## src/sv/avsm_pkg.sv

```systemverilog
// Shared constants, types and codes for the avar segment map block.
`timescale 1ns / 1ps

package avsm_pkg;

    // Table geometry
    localparam int MAX_SEGMENTS = 16;
    localparam int IDX_W        = $clog2(MAX_SEGMENTS);
    localparam int CNT_W        = 5;

    // Field widths
    localparam int COORD_W = 16;
    localparam int VAL_W   = 32;
    localparam int ENTRY_W = 2 * COORD_W;

    // Interpolation arithmetic: raw span, scaled offset, quotient, product
    localparam int DEN_W     = COORD_W;
    localparam int DV_W      = COORD_W + 2;
    localparam int QUO_W     = COORD_W + 2;
    localparam int PROD_W    = DEN_W + DV_W;
    localparam int R_W       = VAL_W + 2;
    localparam int DIV_CNT_W = $clog2(QUO_W);

    // Item commands
    localparam logic CMD_MAP  = 1'b0;
    localparam logic CMD_LOAD = 1'b1;

    // F2DOT14 constants
    localparam logic signed [COORD_W-1:0] COORD_NEG_ONE = 16'shC000;
    localparam logic signed [COORD_W-1:0] COORD_POS_ONE = 16'sh4000;
    localparam logic signed [COORD_W-1:0] OUT_MAX       = 16'sh7FFF;
    localparam logic signed [COORD_W-1:0] OUT_MIN       = 16'sh8000;

    // Tag carried with each table read so returning data lands in the right place
    typedef enum logic [2:0] {
        RK_NONE,
        RK_F0,
        RK_F1,
        RK_FA,
        RK_FB,
        RK_SCAN
    } rd_kind_t;

    typedef enum logic [3:0] {
        ST_IDLE,
        ST_PRE,
        ST_PRE_WAIT,
        ST_SCAN,
        ST_SCAN_WAIT,
        ST_CHECK,
        ST_MUL,
        ST_DIV,
        ST_FIN,
        ST_EMIT
    } ctrl_state_t;

    // Controller to datapath
    typedef struct packed {
        logic             map_start;
        logic             load_wr;
        logic [IDX_W-1:0] rd_addr;
        rd_kind_t         rd_kind;
        logic             rd_first;
        logic             prep;
        logic             mul;
        logic             div_step;
        logic             fin;
        logic             emit;
    } dp_cmd_t;

    // Datapath to controller
    typedef struct packed {
        logic [CNT_W-1:0] seg_n;
        logic [IDX_W-1:0] scan_start;
        logic [IDX_W-1:0] scan_last;
        logic             need_div;
        logic             out_free;
    } dp_status_t;

endpackage

```

## src/sv/avsm_if.sv

```systemverilog
// Valid/ready channel interfaces for map items and results.
`timescale 1ns / 1ps

interface avsm_in_if;
    logic                                      valid;
    logic                                      ready;
    logic                                      cmd;
    logic        [avsm_pkg::IDX_W-1:0]         entry_index;
    logic signed [avsm_pkg::COORD_W-1:0]       from_coord;
    logic signed [avsm_pkg::COORD_W-1:0]       to_coord;
    logic signed [avsm_pkg::VAL_W-1:0]         query_value;

    modport source (
        output valid, cmd, entry_index, from_coord, to_coord, query_value,
        input  ready
    );
    modport sink (
        input  valid, cmd, entry_index, from_coord, to_coord, query_value,
        output ready
    );
endinterface

interface avsm_out_if;
    logic                                valid;
    logic                                ready;
    logic signed [avsm_pkg::COORD_W-1:0] mapped_value;
    logic                                saturated;

    modport source (
        output valid, mapped_value, saturated,
        input  ready
    );
    modport sink (
        input  valid, mapped_value, saturated,
        output ready
    );
endinterface

```

## src/sv/avar_segment_map.sv

```systemverilog
// Top level of the avar segment map block.
`timescale 1ns / 1ps

// Piecewise-linear coordinate remap through a table of up to 16 F2DOT14 pairs.
// Channel item (valid/ready): cmd selects load or map. A load writes from_coord
// and to_coord into slot entry_index in the transfer cycle and returns nothing.
// A map takes query_value (16.16) and returns one transfer on channel result:
// mapped_value (F2DOT14, round half up) and saturated when clipped.
// cfg_wr_en/cfg_wr_data set segment_count; write it only while the block is idle.
// A load leaves the block idle. A map runs one item at a time through the table
// memory's single read port: 4 reads for the end entries when there are two or
// more, one read per live entry, and a restoring divider when the value falls
// between two entries. The next item can be taken in the cycle that the result
// is first offered. Reset clears segment_count and the control state; table
// contents stay undefined until loaded. The result sits in an output register:
// while the receiver stalls, the next item is still accepted, and a finished
// map waits for that register to drain before it writes.

module avar_segment_map (
    input  logic                       clk,
    input  logic                       rst_n,
    input  logic                       cfg_wr_en,
    input  logic [avsm_pkg::CNT_W-1:0] cfg_wr_data,
    avsm_in_if.sink                    item,
    avsm_out_if.source                 result
);

    avsm_pkg::dp_cmd_t    ctl;
    avsm_pkg::dp_status_t sts;
    logic                 item_ready;

    avsm_ctrl u_ctrl (
        .clk        (clk),
        .rst_n      (rst_n),
        .item_valid (item.valid),
        .item_cmd   (item.cmd),
        .item_ready (item_ready),
        .sts        (sts),
        .ctl        (ctl)
    );

    avsm_datapath u_datapath (
        .clk          (clk),
        .rst_n        (rst_n),
        .cfg_wr_en    (cfg_wr_en),
        .cfg_wr_data  (cfg_wr_data),
        .entry_index  (item.entry_index),
        .from_coord   (item.from_coord),
        .to_coord     (item.to_coord),
        .query_value  (item.query_value),
        .ctl          (ctl),
        .sts          (sts),
        .out_valid    (result.valid),
        .out_ready    (result.ready),
        .mapped_value (result.mapped_value),
        .saturated    (result.saturated)
    );

    assign item.ready = item_ready;

endmodule

```

## src/sv/avsm_ram.sv

```systemverilog
// Generic single-write, single-read RAM with registered read data.
`timescale 1ns / 1ps

module avsm_ram #(
    parameter int WIDTH = 32,
    parameter int DEPTH = 16
) (
    input  logic                     clk,
    input  logic                     wr_en,
    input  logic [$clog2(DEPTH)-1:0] wr_addr,
    input  logic [WIDTH-1:0]         wr_data,
    input  logic [$clog2(DEPTH)-1:0] rd_addr,
    output logic [WIDTH-1:0]         rd_data
);

    logic [WIDTH-1:0] mem [DEPTH];
    logic [WIDTH-1:0] rd_data_reg;

    always_ff @(posedge clk)
    begin
        if (wr_en)
        begin
            mem[wr_addr] <= wr_data;
        end
        rd_data_reg <= mem[rd_addr];
    end

    assign rd_data = rd_data_reg;

endmodule

```

## src/sv/avsm_ctrl.sv

```systemverilog
// Sequencer: handshake, table read schedule, multiply and divide steps.
`timescale 1ns / 1ps

module avsm_ctrl (
    input  logic                  clk,
    input  logic                  rst_n,
    input  logic                  item_valid,
    input  logic                  item_cmd,
    output logic                  item_ready,
    input  avsm_pkg::dp_status_t  sts,
    output avsm_pkg::dp_cmd_t     ctl
);

    avsm_pkg::ctrl_state_t               state_reg, state_next;
    logic [1:0]                          pre_cnt_reg, pre_cnt_next;
    logic [avsm_pkg::IDX_W-1:0]          k_reg, k_next;
    logic [avsm_pkg::DIV_CNT_W-1:0]      div_cnt_reg, div_cnt_next;
    logic                                accept;
    logic                                n_zero;
    logic                                n_one;
    logic [avsm_pkg::CNT_W-1:0]          n_m1_full;
    logic [avsm_pkg::CNT_W-1:0]          n_m2_full;
    logic [avsm_pkg::IDX_W-1:0]          n_m1;
    logic [avsm_pkg::IDX_W-1:0]          n_m2;

    assign accept    = item_valid && item_ready;
    assign n_zero    = (sts.seg_n == '0);
    assign n_one     = (sts.seg_n == avsm_pkg::CNT_W'(1));
    assign n_m1_full = sts.seg_n - avsm_pkg::CNT_W'(1);
    assign n_m2_full = sts.seg_n - avsm_pkg::CNT_W'(2);
    assign n_m1      = n_m1_full[avsm_pkg::IDX_W-1:0];
    assign n_m2      = n_m2_full[avsm_pkg::IDX_W-1:0];

    // State and counters
    always_ff @(posedge clk or negedge rst_n)
    begin
        if (!rst_n)
        begin
            state_reg   <= avsm_pkg::ST_IDLE;
            pre_cnt_reg <= '0;
            k_reg       <= '0;
            div_cnt_reg <= '0;
        end
        else
        begin
            state_reg   <= state_next;
            pre_cnt_reg <= pre_cnt_next;
            k_reg       <= k_next;
            div_cnt_reg <= div_cnt_next;
        end
    end

    // Next state
    always_comb
    begin
        state_next   = state_reg;
        pre_cnt_next = pre_cnt_reg;
        k_next       = k_reg;
        div_cnt_next = div_cnt_reg;
        unique case (state_reg)
            avsm_pkg::ST_IDLE:
            begin
                if (accept && item_cmd == avsm_pkg::CMD_MAP)
                begin
                    if (n_zero)
                    begin
                        state_next = avsm_pkg::ST_FIN;
                    end
                    else if (n_one)
                    begin
                        state_next = avsm_pkg::ST_SCAN;
                        k_next     = '0;
                    end
                    else
                    begin
                        state_next   = avsm_pkg::ST_PRE;
                        pre_cnt_next = '0;
                    end
                end
            end
            avsm_pkg::ST_PRE:
            begin
                pre_cnt_next = pre_cnt_reg + 2'd1;
                if (pre_cnt_reg == 2'd3)
                begin
                    state_next = avsm_pkg::ST_PRE_WAIT;
                end
            end
            avsm_pkg::ST_PRE_WAIT:
            begin
                state_next = avsm_pkg::ST_SCAN;
                k_next     = sts.scan_start;
            end
            avsm_pkg::ST_SCAN:
            begin
                if (k_reg == sts.scan_last)
                begin
                    state_next = avsm_pkg::ST_SCAN_WAIT;
                end
                else
                begin
                    k_next = k_reg + avsm_pkg::IDX_W'(1);
                end
            end
            avsm_pkg::ST_SCAN_WAIT:
            begin
                state_next = avsm_pkg::ST_CHECK;
            end
            avsm_pkg::ST_CHECK:
            begin
                state_next = sts.need_div ? avsm_pkg::ST_MUL : avsm_pkg::ST_FIN;
            end
            avsm_pkg::ST_MUL:
            begin
                state_next   = avsm_pkg::ST_DIV;
                div_cnt_next = '0;
            end
            avsm_pkg::ST_DIV:
            begin
                div_cnt_next = div_cnt_reg + avsm_pkg::DIV_CNT_W'(1);
                if (div_cnt_reg == avsm_pkg::DIV_CNT_W'(avsm_pkg::QUO_W - 1))
                begin
                    state_next = avsm_pkg::ST_FIN;
                end
            end
            avsm_pkg::ST_FIN:
            begin
                state_next = avsm_pkg::ST_EMIT;
            end
            avsm_pkg::ST_EMIT:
            begin
                if (sts.out_free)
                begin
                    state_next = avsm_pkg::ST_IDLE;
                end
            end
            default:
            begin
                state_next = avsm_pkg::ST_IDLE;
            end
        endcase
    end

    // Outputs
    always_comb
    begin
        item_ready   = 1'b0;
        ctl          = '0;
        ctl.rd_kind  = avsm_pkg::RK_NONE;
        unique case (state_reg)
            avsm_pkg::ST_IDLE:
            begin
                item_ready    = 1'b1;
                ctl.map_start = accept && item_cmd == avsm_pkg::CMD_MAP;
                ctl.load_wr   = accept && item_cmd == avsm_pkg::CMD_LOAD;
            end
            avsm_pkg::ST_PRE:
            begin
                unique case (pre_cnt_reg)
                    2'd0:
                    begin
                        ctl.rd_addr = '0;
                        ctl.rd_kind = avsm_pkg::RK_F0;
                    end
                    2'd1:
                    begin
                        ctl.rd_addr = avsm_pkg::IDX_W'(1);
                        ctl.rd_kind = avsm_pkg::RK_F1;
                    end
                    2'd2:
                    begin
                        ctl.rd_addr = n_m2;
                        ctl.rd_kind = avsm_pkg::RK_FA;
                    end
                    default:
                    begin
                        ctl.rd_addr = n_m1;
                        ctl.rd_kind = avsm_pkg::RK_FB;
                    end
                endcase
            end
            avsm_pkg::ST_SCAN:
            begin
                ctl.rd_addr  = k_reg;
                ctl.rd_kind  = avsm_pkg::RK_SCAN;
                ctl.rd_first = (k_reg == sts.scan_start);
            end
            avsm_pkg::ST_CHECK:
            begin
                ctl.prep = 1'b1;
            end
            avsm_pkg::ST_MUL:
            begin
                ctl.mul = 1'b1;
            end
            avsm_pkg::ST_DIV:
            begin
                ctl.div_step = 1'b1;
            end
            avsm_pkg::ST_FIN:
            begin
                ctl.fin = 1'b1;
            end
            avsm_pkg::ST_EMIT:
            begin
                ctl.emit = sts.out_free;
            end
            default:
            begin
                item_ready = 1'b0;
            end
        endcase
    end

endmodule

```

## src/sv/avsm_datapath.sv

```systemverilog
// Table storage, scan tracking, serial divider and F2DOT14 output stage.
`timescale 1ns / 1ps

module avsm_datapath (
    input  logic                                clk,
    input  logic                                rst_n,
    input  logic                                cfg_wr_en,
    input  logic        [avsm_pkg::CNT_W-1:0]   cfg_wr_data,
    input  logic        [avsm_pkg::IDX_W-1:0]   entry_index,
    input  logic signed [avsm_pkg::COORD_W-1:0] from_coord,
    input  logic signed [avsm_pkg::COORD_W-1:0] to_coord,
    input  logic signed [avsm_pkg::VAL_W-1:0]   query_value,
    input  avsm_pkg::dp_cmd_t                   ctl,
    output avsm_pkg::dp_status_t                sts,
    output logic                                out_valid,
    input  logic                                out_ready,
    output logic signed [avsm_pkg::COORD_W-1:0] mapped_value,
    output logic                                saturated
);

    localparam int CW = avsm_pkg::COORD_W;
    localparam int VW = avsm_pkg::VAL_W;
    localparam int RW = avsm_pkg::R_W;
    localparam int QW = avsm_pkg::QUO_W;
    localparam int DW = avsm_pkg::DEN_W;

    // Configuration and table
    logic [avsm_pkg::CNT_W-1:0]   count_reg;
    logic [avsm_pkg::CNT_W-1:0]   seg_n;
    logic [avsm_pkg::ENTRY_W-1:0] rd_data;
    logic signed [CW-1:0]         rd_from;
    logic signed [CW-1:0]         rd_to;
    avsm_pkg::rd_kind_t           rd_kind_reg;
    logic                         rd_first_reg;

    // Query and end-entry snapshots
    logic signed [VW-1:0] value_reg;
    logic signed [CW-1:0] f0_reg, t0_reg, f1_reg, fa_reg, fb_reg, tb_reg;

    // Scan tracking
    logic                 eq_found_reg, run_open_reg, gt_found_reg, gt_first_reg;
    logic [2:0]           run_len_reg;
    logic signed [CW-1:0] eqi_to_reg, eqi1_to_reg, eqj_to_reg;
    logic signed [CW-1:0] hi_from_reg, hi_to_reg, lo_from_reg, lo_to_reg;
    logic signed [CW-1:0] prev_from_reg, prev_to_reg;
    logic                 scan_valid;
    logic signed [VW-1:0] rd_from_ext;
    logic                 hit_eq, hit_gt;

    // Interpolation
    logic        [avsm_pkg::DV_W-1:0]   dv_reg;
    logic        [DW-1:0]               dt_mag_reg;
    logic                               neg_reg;
    logic        [DW-1:0]               denom_reg;
    logic        [DW-1:0]               rem_reg;
    logic        [QW-1:0]               quo_reg;
    logic signed [VW:0]                 dv_full;
    logic signed [CW:0]                 dt_full;
    logic signed [CW:0]                 dt_abs;
    logic signed [CW:0]                 den_full;
    logic        [avsm_pkg::PROD_W-1:0] prod;
    logic        [DW:0]                 rem_sh;
    logic                               div_ge;
    logic        [DW:0]                 rem_sub;

    // Result
    logic signed [RW-1:0] r_reg, r_next;
    logic signed [QW:0]   sq;
    logic signed [RW-1:0] r_interp;
    logic signed [RW-1:0] r_exact;
    logic signed [RW-1:0] r2, qv;
    logic signed [RW-1:0] lim_hi, lim_lo;
    logic                 sat_hi, sat_lo;
    logic                 out_valid_reg;
    logic signed [CW-1:0] mapped_reg;
    logic                 sat_reg;

    // Trim and scan bounds
    logic                       multi, trim_lo, trim_hi;
    logic [avsm_pkg::CNT_W-1:0] last_full;

    function automatic logic signed [RW-1:0] scaled(input logic signed [CW-1:0] c);
        scaled = {{(RW-CW-2){c[CW-1]}}, c, 2'b00};
    endfunction

    // v - from*4 + to*4 in 16.16
    function automatic logic signed [RW-1:0] offset(
        input logic signed [VW-1:0] v,
        input logic signed [CW-1:0] f,
        input logic signed [CW-1:0] t
    );
        logic signed [CW:0] d;
        d = {t[CW-1], t} - {f[CW-1], f};
        offset = {{(RW-VW){v[VW-1]}}, v} + {{(RW-CW-3){d[CW]}}, d, 2'b00};
    endfunction

    function automatic logic [CW:0] mag(input logic signed [CW-1:0] c);
        logic signed [CW:0] e;
        e   = {c[CW-1], c};
        mag = e[CW] ? -e : e;
    endfunction

    // Table memory: from in the upper half, to in the lower half
    avsm_ram #(
        .WIDTH (avsm_pkg::ENTRY_W),
        .DEPTH (avsm_pkg::MAX_SEGMENTS)
    ) u_ram (
        .clk     (clk),
        .wr_en   (ctl.load_wr),
        .wr_addr (entry_index),
        .wr_data ({from_coord, to_coord}),
        .rd_addr (ctl.rd_addr),
        .rd_data (rd_data)
    );

    assign rd_from = rd_data[avsm_pkg::ENTRY_W-1:CW];
    assign rd_to   = rd_data[CW-1:0];

    // Effective count and trimmed scan range
    assign seg_n     = (count_reg > avsm_pkg::CNT_W'(avsm_pkg::MAX_SEGMENTS))
                       ? avsm_pkg::CNT_W'(avsm_pkg::MAX_SEGMENTS) : count_reg;
    assign multi     = (seg_n >= avsm_pkg::CNT_W'(2));
    assign trim_lo   = multi && f0_reg == avsm_pkg::COORD_NEG_ONE
                       && t0_reg == avsm_pkg::COORD_NEG_ONE
                       && f1_reg == avsm_pkg::COORD_NEG_ONE;
    assign trim_hi   = multi && fb_reg == avsm_pkg::COORD_POS_ONE
                       && tb_reg == avsm_pkg::COORD_POS_ONE
                       && fa_reg == avsm_pkg::COORD_POS_ONE;
    assign last_full = seg_n - avsm_pkg::CNT_W'(1) - avsm_pkg::CNT_W'(trim_hi);

    assign sts.seg_n      = seg_n;
    assign sts.scan_start = avsm_pkg::IDX_W'(trim_lo);
    assign sts.scan_last  = last_full[avsm_pkg::IDX_W-1:0];
    assign sts.need_div   = !eq_found_reg && gt_found_reg && !gt_first_reg;
    assign sts.out_free   = !out_valid_reg || out_ready;

    // Scan compare against the query in 16.16
    assign scan_valid  = (rd_kind_reg == avsm_pkg::RK_SCAN);
    assign rd_from_ext = {{(VW-CW-2){rd_from[CW-1]}}, rd_from, 2'b00};
    assign hit_eq      = (value_reg == rd_from_ext);
    assign hit_gt      = (value_reg < rd_from_ext);

    // Interpolation operands
    assign dv_full  = {value_reg[VW-1], value_reg}
                      - {{(VW-CW-1){lo_from_reg[CW-1]}}, lo_from_reg, 2'b00};
    assign dt_full  = {hi_to_reg[CW-1], hi_to_reg} - {lo_to_reg[CW-1], lo_to_reg};
    assign dt_abs   = dt_full[CW] ? -dt_full : dt_full;
    assign den_full = {hi_from_reg[CW-1], hi_from_reg} - {lo_from_reg[CW-1], lo_from_reg};
    assign prod     = avsm_pkg::PROD_W'(dt_mag_reg) * avsm_pkg::PROD_W'(dv_reg);

    // Restoring divide step, one quotient bit per cycle
    assign rem_sh  = {rem_reg, quo_reg[QW-1]};
    assign div_ge  = (rem_sh >= {1'b0, denom_reg});
    assign rem_sub = rem_sh - {1'b0, denom_reg};

    // Result selection in 16.16
    assign sq       = neg_reg ? -$signed({1'b0, quo_reg}) : $signed({1'b0, quo_reg});
    assign r_interp = scaled(lo_to_reg) + {{(RW-QW-1){sq[QW]}}, sq};

    always_comb
    begin
        if (run_len_reg == 3'd1)
        begin
            r_exact = scaled(eqi_to_reg);
        end
        else if (run_len_reg == 3'd3)
        begin
            r_exact = scaled(eqi1_to_reg);
        end
        else if (value_reg < 0)
        begin
            r_exact = scaled(eqj_to_reg);
        end
        else if (value_reg > 0)
        begin
            r_exact = scaled(eqi_to_reg);
        end
        else
        begin
            r_exact = (mag(eqi_to_reg) < mag(eqj_to_reg))
                      ? scaled(eqi_to_reg) : scaled(eqj_to_reg);
        end
    end

    always_comb
    begin
        if (seg_n == '0)
        begin
            r_next = {{(RW-VW){value_reg[VW-1]}}, value_reg};
        end
        else if (eq_found_reg)
        begin
            r_next = r_exact;
        end
        else if (!gt_found_reg)
        begin
            r_next = offset(value_reg, prev_from_reg, prev_to_reg);
        end
        else if (gt_first_reg)
        begin
            r_next = offset(value_reg, hi_from_reg, hi_to_reg);
        end
        else
        begin
            r_next = r_interp;
        end
    end

    // Round half up to F2DOT14 and saturate
    assign r2     = r_reg + RW'(2);
    assign qv     = r2 >>> 2;
    assign lim_hi = {{(RW-CW){1'b0}}, avsm_pkg::OUT_MAX};
    assign lim_lo = {{(RW-CW){1'b1}}, avsm_pkg::OUT_MIN};
    assign sat_hi = (qv > lim_hi);
    assign sat_lo = (qv < lim_lo);

    // Control registers
    always_ff @(posedge clk or negedge rst_n)
    begin
        if (!rst_n)
        begin
            count_reg     <= '0;
            rd_kind_reg   <= avsm_pkg::RK_NONE;
            rd_first_reg  <= 1'b0;
            eq_found_reg  <= 1'b0;
            run_open_reg  <= 1'b0;
            run_len_reg   <= '0;
            gt_found_reg  <= 1'b0;
            gt_first_reg  <= 1'b0;
            out_valid_reg <= 1'b0;
        end
        else
        begin
            if (cfg_wr_en)
            begin
                count_reg <= cfg_wr_data;
            end
            rd_kind_reg  <= ctl.rd_kind;
            rd_first_reg <= ctl.rd_first;

            if (ctl.map_start)
            begin
                eq_found_reg <= 1'b0;
                run_open_reg <= 1'b0;
                run_len_reg  <= '0;
                gt_found_reg <= 1'b0;
                gt_first_reg <= 1'b0;
            end
            else if (scan_valid)
            begin
                // first exact hit opens a run, run ends at the first miss
                if (!eq_found_reg && hit_eq)
                begin
                    eq_found_reg <= 1'b1;
                    run_open_reg <= 1'b1;
                    run_len_reg  <= 3'd1;
                end
                else if (run_open_reg && hit_eq)
                begin
                    if (run_len_reg != 3'd4)
                    begin
                        run_len_reg <= run_len_reg + 3'd1;
                    end
                end
                else if (run_open_reg)
                begin
                    run_open_reg <= 1'b0;
                end
                if (!gt_found_reg && hit_gt)
                begin
                    gt_found_reg <= 1'b1;
                    gt_first_reg <= rd_first_reg;
                end
            end

            if (ctl.emit)
            begin
                out_valid_reg <= 1'b1;
            end
            else if (out_ready)
            begin
                out_valid_reg <= 1'b0;
            end
        end
    end

    // Payload registers
    always_ff @(posedge clk)
    begin
        if (ctl.map_start)
        begin
            value_reg <= query_value;
        end

        unique case (rd_kind_reg)
            avsm_pkg::RK_F0:
            begin
                f0_reg <= rd_from;
                t0_reg <= rd_to;
            end
            avsm_pkg::RK_F1:
            begin
                f1_reg <= rd_from;
            end
            avsm_pkg::RK_FA:
            begin
                fa_reg <= rd_from;
            end
            avsm_pkg::RK_FB:
            begin
                fb_reg <= rd_from;
                tb_reg <= rd_to;
            end
            default:
            begin
            end
        endcase

        if (scan_valid)
        begin
            if (!eq_found_reg && hit_eq)
            begin
                eqi_to_reg <= rd_to;
                eqj_to_reg <= rd_to;
            end
            else if (run_open_reg && hit_eq)
            begin
                eqj_to_reg <= rd_to;
                if (run_len_reg == 3'd1)
                begin
                    eqi1_to_reg <= rd_to;
                end
            end
            // first entry above the query brackets it with the one before
            if (!gt_found_reg && hit_gt)
            begin
                hi_from_reg <= rd_from;
                hi_to_reg   <= rd_to;
                lo_from_reg <= prev_from_reg;
                lo_to_reg   <= prev_to_reg;
            end
            prev_from_reg <= rd_from;
            prev_to_reg   <= rd_to;
        end

        if (ctl.prep)
        begin
            dv_reg     <= dv_full[avsm_pkg::DV_W-1:0];
            dt_mag_reg <= dt_abs[DW-1:0];
            neg_reg    <= dt_full[CW];
            denom_reg  <= den_full[DW-1:0];
        end

        if (ctl.mul)
        begin
            rem_reg <= prod[avsm_pkg::PROD_W-1:QW];
            quo_reg <= prod[QW-1:0];
        end
        else if (ctl.div_step)
        begin
            rem_reg <= div_ge ? rem_sub[DW-1:0] : rem_sh[DW-1:0];
            quo_reg <= {quo_reg[QW-2:0], div_ge};
        end

        if (ctl.fin)
        begin
            r_reg <= r_next;
        end

        if (ctl.emit)
        begin
            mapped_reg <= sat_hi ? avsm_pkg::OUT_MAX
                        : sat_lo ? avsm_pkg::OUT_MIN : qv[CW-1:0];
            sat_reg    <= sat_hi || sat_lo;
        end
    end

    assign out_valid    = out_valid_reg;
    assign mapped_value = mapped_reg;
    assign saturated    = sat_reg;

endmodule

```

## src/flat_wrapper.sv

```systemverilog
// flat-port wrapper written by rule: the top's interface ports become plain ports
module avar_segment_map_flat 
  (clk, rst_n, cfg_wr_en, cfg_wr_data, item_valid, item_cmd, item_entry_index, item_from_coord, item_to_coord, item_query_value, item_ready, result_valid, result_mapped_value, result_saturated, result_ready);
  avsm_in_if item_i ();
  avsm_out_if result_i ();
  input  logic clk;
  input  logic rst_n;
  input  logic cfg_wr_en;
  input  logic [avsm_pkg::CNT_W-1:0] cfg_wr_data;
  input wire logic [$bits(item_i.valid)-1:0] item_valid;
  input wire logic [$bits(item_i.cmd)-1:0] item_cmd;
  input wire logic [$bits(item_i.entry_index)-1:0] item_entry_index;
  input wire logic [$bits(item_i.from_coord)-1:0] item_from_coord;
  input wire logic [$bits(item_i.to_coord)-1:0] item_to_coord;
  input wire logic [$bits(item_i.query_value)-1:0] item_query_value;
  output wire logic [$bits(item_i.ready)-1:0] item_ready;
  output wire logic [$bits(result_i.valid)-1:0] result_valid;
  output wire logic [$bits(result_i.mapped_value)-1:0] result_mapped_value;
  output wire logic [$bits(result_i.saturated)-1:0] result_saturated;
  input wire logic [$bits(result_i.ready)-1:0] result_ready;
  assign item_i.valid = item_valid;
  assign item_i.cmd = item_cmd;
  assign item_i.entry_index = item_entry_index;
  assign item_i.from_coord = item_from_coord;
  assign item_i.to_coord = item_to_coord;
  assign item_i.query_value = item_query_value;
  assign item_ready = item_i.ready;
  assign result_valid = result_i.valid;
  assign result_mapped_value = result_i.mapped_value;
  assign result_saturated = result_i.saturated;
  assign result_i.ready = result_ready;
  avar_segment_map u_core (.clk(clk), .rst_n(rst_n), .cfg_wr_en(cfg_wr_en), .cfg_wr_data(cfg_wr_data), .item(item_i), .result(result_i));
endmodule
```

## config.mk

```make
export PLATFORM = sky130hd
export DESIGN_NAME = avar_segment_map_flat
export DESIGN_NICKNAME = d
export VERILOG_FILES = /design/src/sv/avsm_pkg.sv /design/src/sv/avsm_if.sv /design/src/sv/avar_segment_map.sv /design/src/sv/avsm_ram.sv /design/src/sv/avsm_ctrl.sv /design/src/sv/avsm_datapath.sv /design/src/flat_wrapper.sv
export SDC_FILE = /design/constraint.sdc
export NUM_CORES = 2
export LEC_CHECK = 0
export BUFFER_PORTS_ARGS = -buffer_cell sky130_fd_sc_hd__buf_4
export CAP_MARGIN = 20
export CORE_MARGIN = 5
export CORE_UTILIZATION = 64
export DETAILED_ROUTE_END_ITERATION = 7
export GPL_TIMING_DRIVEN = 0
export PLACE_DENSITY = 0.79
export SLEW_MARGIN = 0
export SYNTH_ARGS = -nofsm -noshare
export SYNTH_HDL_FRONTEND = slang
export SYNTH_SLANG_ARGS = --single-unit
```

## constraint.sdc

```tcl
create_clock -name clk -period 9.88 [get_ports clk]
set_clock_uncertainty 0.2 [all_clocks]
set_input_delay 0.988 -clock clk [delete_from_list [all_inputs] [get_ports clk]]
set_output_delay 0.988 -clock clk [all_outputs]
set_load 0.02 [all_outputs]
```

==> results.py <==
metrics = {
    "logic_synthesis": {
        "yosysSeqAreaShare_pct": 50.3,
        "ys_top_cells_by_area": "edfxtp_1 (48%), fa_1 (8.0%), ha_1 (7.5%)",
        "synth_fa_ha_area_share_pct": 15.5,
        "synth_common_cells": "edfxtp_1 (918), nand2_1 (888), inv_1 (440)",
        "ys_ff_latch": 982,
        "syn-num-nets": 5947,
        "synth_mux_area_share_pct": 0.544,
        "async_flop_share_pct": 3.26,
        "synth_top_area_cell": "edfxtp_1",
        "yosysUniqueCellTypes": 98,
        "synthSimpleGateAreaFrac_pct": 15.6,
        "ys_warn_count": 0,
        "synth_area_um2": 57700,
        "synth_top_flop_cell": "edfxtp_1",
        "synth_compound_area_share_pct": 10.5,
        "syn_inst": 5290,
        "synth-xor-area-share_pct": 3.32,
        "yosysTopAreaCellShare_pct": 47.8,
        "synth_top_family_by_area": "simple AND/OR/NAND/NOR gates",
        "synth_edf_count": 918,
        "yosysMostFrequentCell": "edfxtp_1",
        "syn_avg_cell_area_um2": 10.9,
    },
    "hold_path": {
        "min_path_type": "primary input to asynchronous set/reset pin",
    },
    "cts": {
        "h-tree-depth": 3,
        "postCtsResizedCells": 0,
        "tritoncts": "yes",
        "path_clk_slew_ps": 60,
        "postCtsSetupBuffers": 0,
        "clock_sinks": 982,
        "numCtsBuffers": 95,
        "cts-root-buf": "clkbuf_16",
        "cts_buffer_depth": 3,
        "ctsHoldBuffers": 0,
        "worst_skew_pair.late_latency_ps": 680,
    },
    "setup_path": {
        "timing.reg2reg.worst_path_depth": 23,
        "worstSetupPathType": "flop to flop",
        "cp_data_required_time_ps": 10070,
        "critPathArrivalTime_ps": 8530,
        "ff2ff_setup_slack_ps": 1540,
        "worst_setup_path_end_kind": "flop",
        "rr_startpoint": "u_core.u_datapath.dt_mag_reg[8]",
        "cp-start-kind": "flop",
        "reg2reg_to": "u_core.u_datapath.rem_reg[11]",
        "critical_path.max_fanout": 10,
    },
    "routing": {
        "vias": 43500,
        "antenna_left": 0,
        "totalWireLength_um": 164000,
        "drt-initial-drc-count": 4967,
        "drtPass1Iterations": 8,
        "vias_per_cell": 6.40,
        "wl_per_cell_um": 24.2,
        "drc_errors": 0,
    },
    "sta": {
        "setup_viol": 0,
        "fin_crit_sh_pct": 84.4,
        "relSlewSlack_pct": 21.4,
        "rsz0062_at_grt": "no",
        "fin_crit_ps": 8340,
        "worst_slew_pin_slew_ps": 1180,
        "slew_violations": 0,
        "fmax_ghz": 0.120,
        "tns_ps": 0,
        "hold_violations": 0,
    },
    "finish": {
        "multi_input_area_um2": 26400,
        "largest_reg_flops": 512,
        "nets": 6192,
        "drive_gt1_share_pct": 6.71,
        "regMostFlops": "u_core.u_datapath.u_ram.mem",
        "area_growth_pct": 10.9,
        "seq_area_um2": 29000,
        "utilization_pct": 71.3,
        "fill_cells": 6226,
    },
    "run_status": {
        "status": "complete, no violations",
    },
    "global_routing": {
        "grt_pass1_wl_um": 246000,
        "grt_antenna_before_repair": 6,
        "grt_usage_pct": 33.8,
        "grt_max_degree": 43,
        "grt_remaining_overflow": 0,
        "grt_pass1_vias": 42600,
    },
    "floorplanning": {
        "die-area_um2": 96300,
        "die_h_um": 310,
        "die_w_um": 310,
        "io_pins": 98,
        "num_rows": 110,
        "core_um2": 89700,
        "start_util_pct": 64.3,
    },
    "power": {
        "p_leak_nw": 25.1,
        "ir_drop_v": 0.000411,
        "p_total_w": 0.0174,
        "p_per_area_nw_per_um2": 272,
    },
    "run": {
        "drv_cap": 0,
    },
    "placement": {
        "place_congestion": 0.987,
        "post-dp-hpwl_um": 120000,
        "port_buffers": 97,
    },
}
-- layout by cell type, fill, tap and decap left out, types with 72 or more instances in the layout --
cell       synthesis  routed
a21oi_1          177     177
clkbuf_1         182     209
inv_1            440     438
o21ai_0          199     199
a311oi_1          72      72
clkbuf_16          0      96
edfxtp_1         918     918
nand2_1          888     888
and2_1           144     143
fa_1             231     231
nand3_1          319     319
xnor2_1          141     141
buf_4              1     106
nor2_1           229     217
ha_1             347     347
xor2_1            78      78
-- worst max-delay path by stage --
stage / from / to / slack [ps] / depth (start not counted)
after CTS: u_core.u_datapath.dt_mag_reg[9] / u_core.u_datapath.rem_reg[12] / 1450 / 25
after detailed placement: u_core.u_datapath.dt_mag_reg[9] / u_core.u_datapath.rem_reg[12] / 1490 / 25
after floorplan: u_core.u_datapath.dt_mag_reg[9] / u_core.u_datapath.rem_reg[11] / 2900 / 23
after global routing: u_core.u_datapath.dt_mag_reg[9] / u_core.u_datapath.rem_reg[11] / 1190 / 23
final: u_core.u_datapath.dt_mag_reg[8] / u_core.u_datapath.rem_reg[11] / 1540 / 23
after global placement: u_core.u_datapath.u_ram.rd_data[31] / u_core.u_datapath.gt_first_reg / 930 / 10
-- where the power goes --
part	internal, W	switching [W]	leakage [nW]
clock network	0.00212	0.00160	1.55
registers	0.00508	0.000510	8.97
logic	0.00301	0.00507	14.6
total	0.0102	0.00718	25.1
-- final cells by class --
| cell class | count | share of cell area (%) |
|---|---|---|
| Sequential cell | 982 | 45.3 |
| Multi-Input combinational cell | 3662 | 41.3 |
| Clock buffer | 126 | 3.98 |
| Inverter | 441 | 2.59 |
| Tap cell | 1176 | 2.30 |
| Timing Repair Buffer | 148 | 2.27 |
| Buffer | 205 | 1.22 |
| Clock inverter | 53 | 1.01 |
| Antenna cell | 3 | 0.0117 |
-- worst max-delay path, cell delays in order (launching register included) --
cell,delay [ps]
edfxtp_1,320
clkbuf_1,510
clkbuf_1,550
nand2_1,160
fa_1,530
inv_1,50
fa_1,520
fa_1,450
fa_1,520
fa_1,540
inv_1,50
fa_1,560
inv_1,60
ha_1,370
a21oi_2,290
o2111ai_1,280
a221oi_2,450
nor3b_1,240
a21oi_1,190
o41a_1,370
and4_1,230
a2111oi_2,360
xor2_1,180
a21oi_1,80
-- kinds of logic (layout without fill, tap and decap cells) --
group,count (synthesis),count (layout)
compound gates,892,892
xor+xnor,219,219
fa+ha+maj,578,578
buf+inv,646,973
flops,982,982
mux,30,30
other cells,2,5
simple gates,1941,1941
-- per-stage QoR --
step | hold WS, ps | setup slack (ps) | std cells | cell area, um2
finish | 53.6 | 1540 | 6796 | 64000
global route | 69.5 | 1190 | 6793 | 64000
CTS | 41.2 | 1450 | 6792 | 64000
detailed placement | 234 | 1490 | 6613 | 60800
global placement | 232 | 934 | 6563 | 59900
floorplan | 226 | 2900 | 5290 | 57700
-- per-layer routing --
layer  up-vias  part of all wire [%]  GRT usage [%]
met4         4                   5.8           16.5
met2      2723                    48           56.2
met3       555                    11           6.40
met1     20900                    36           43.2
met5         -                 0.016              0
li1      19300                     -              -
Power figures use the tool's default switching activity.
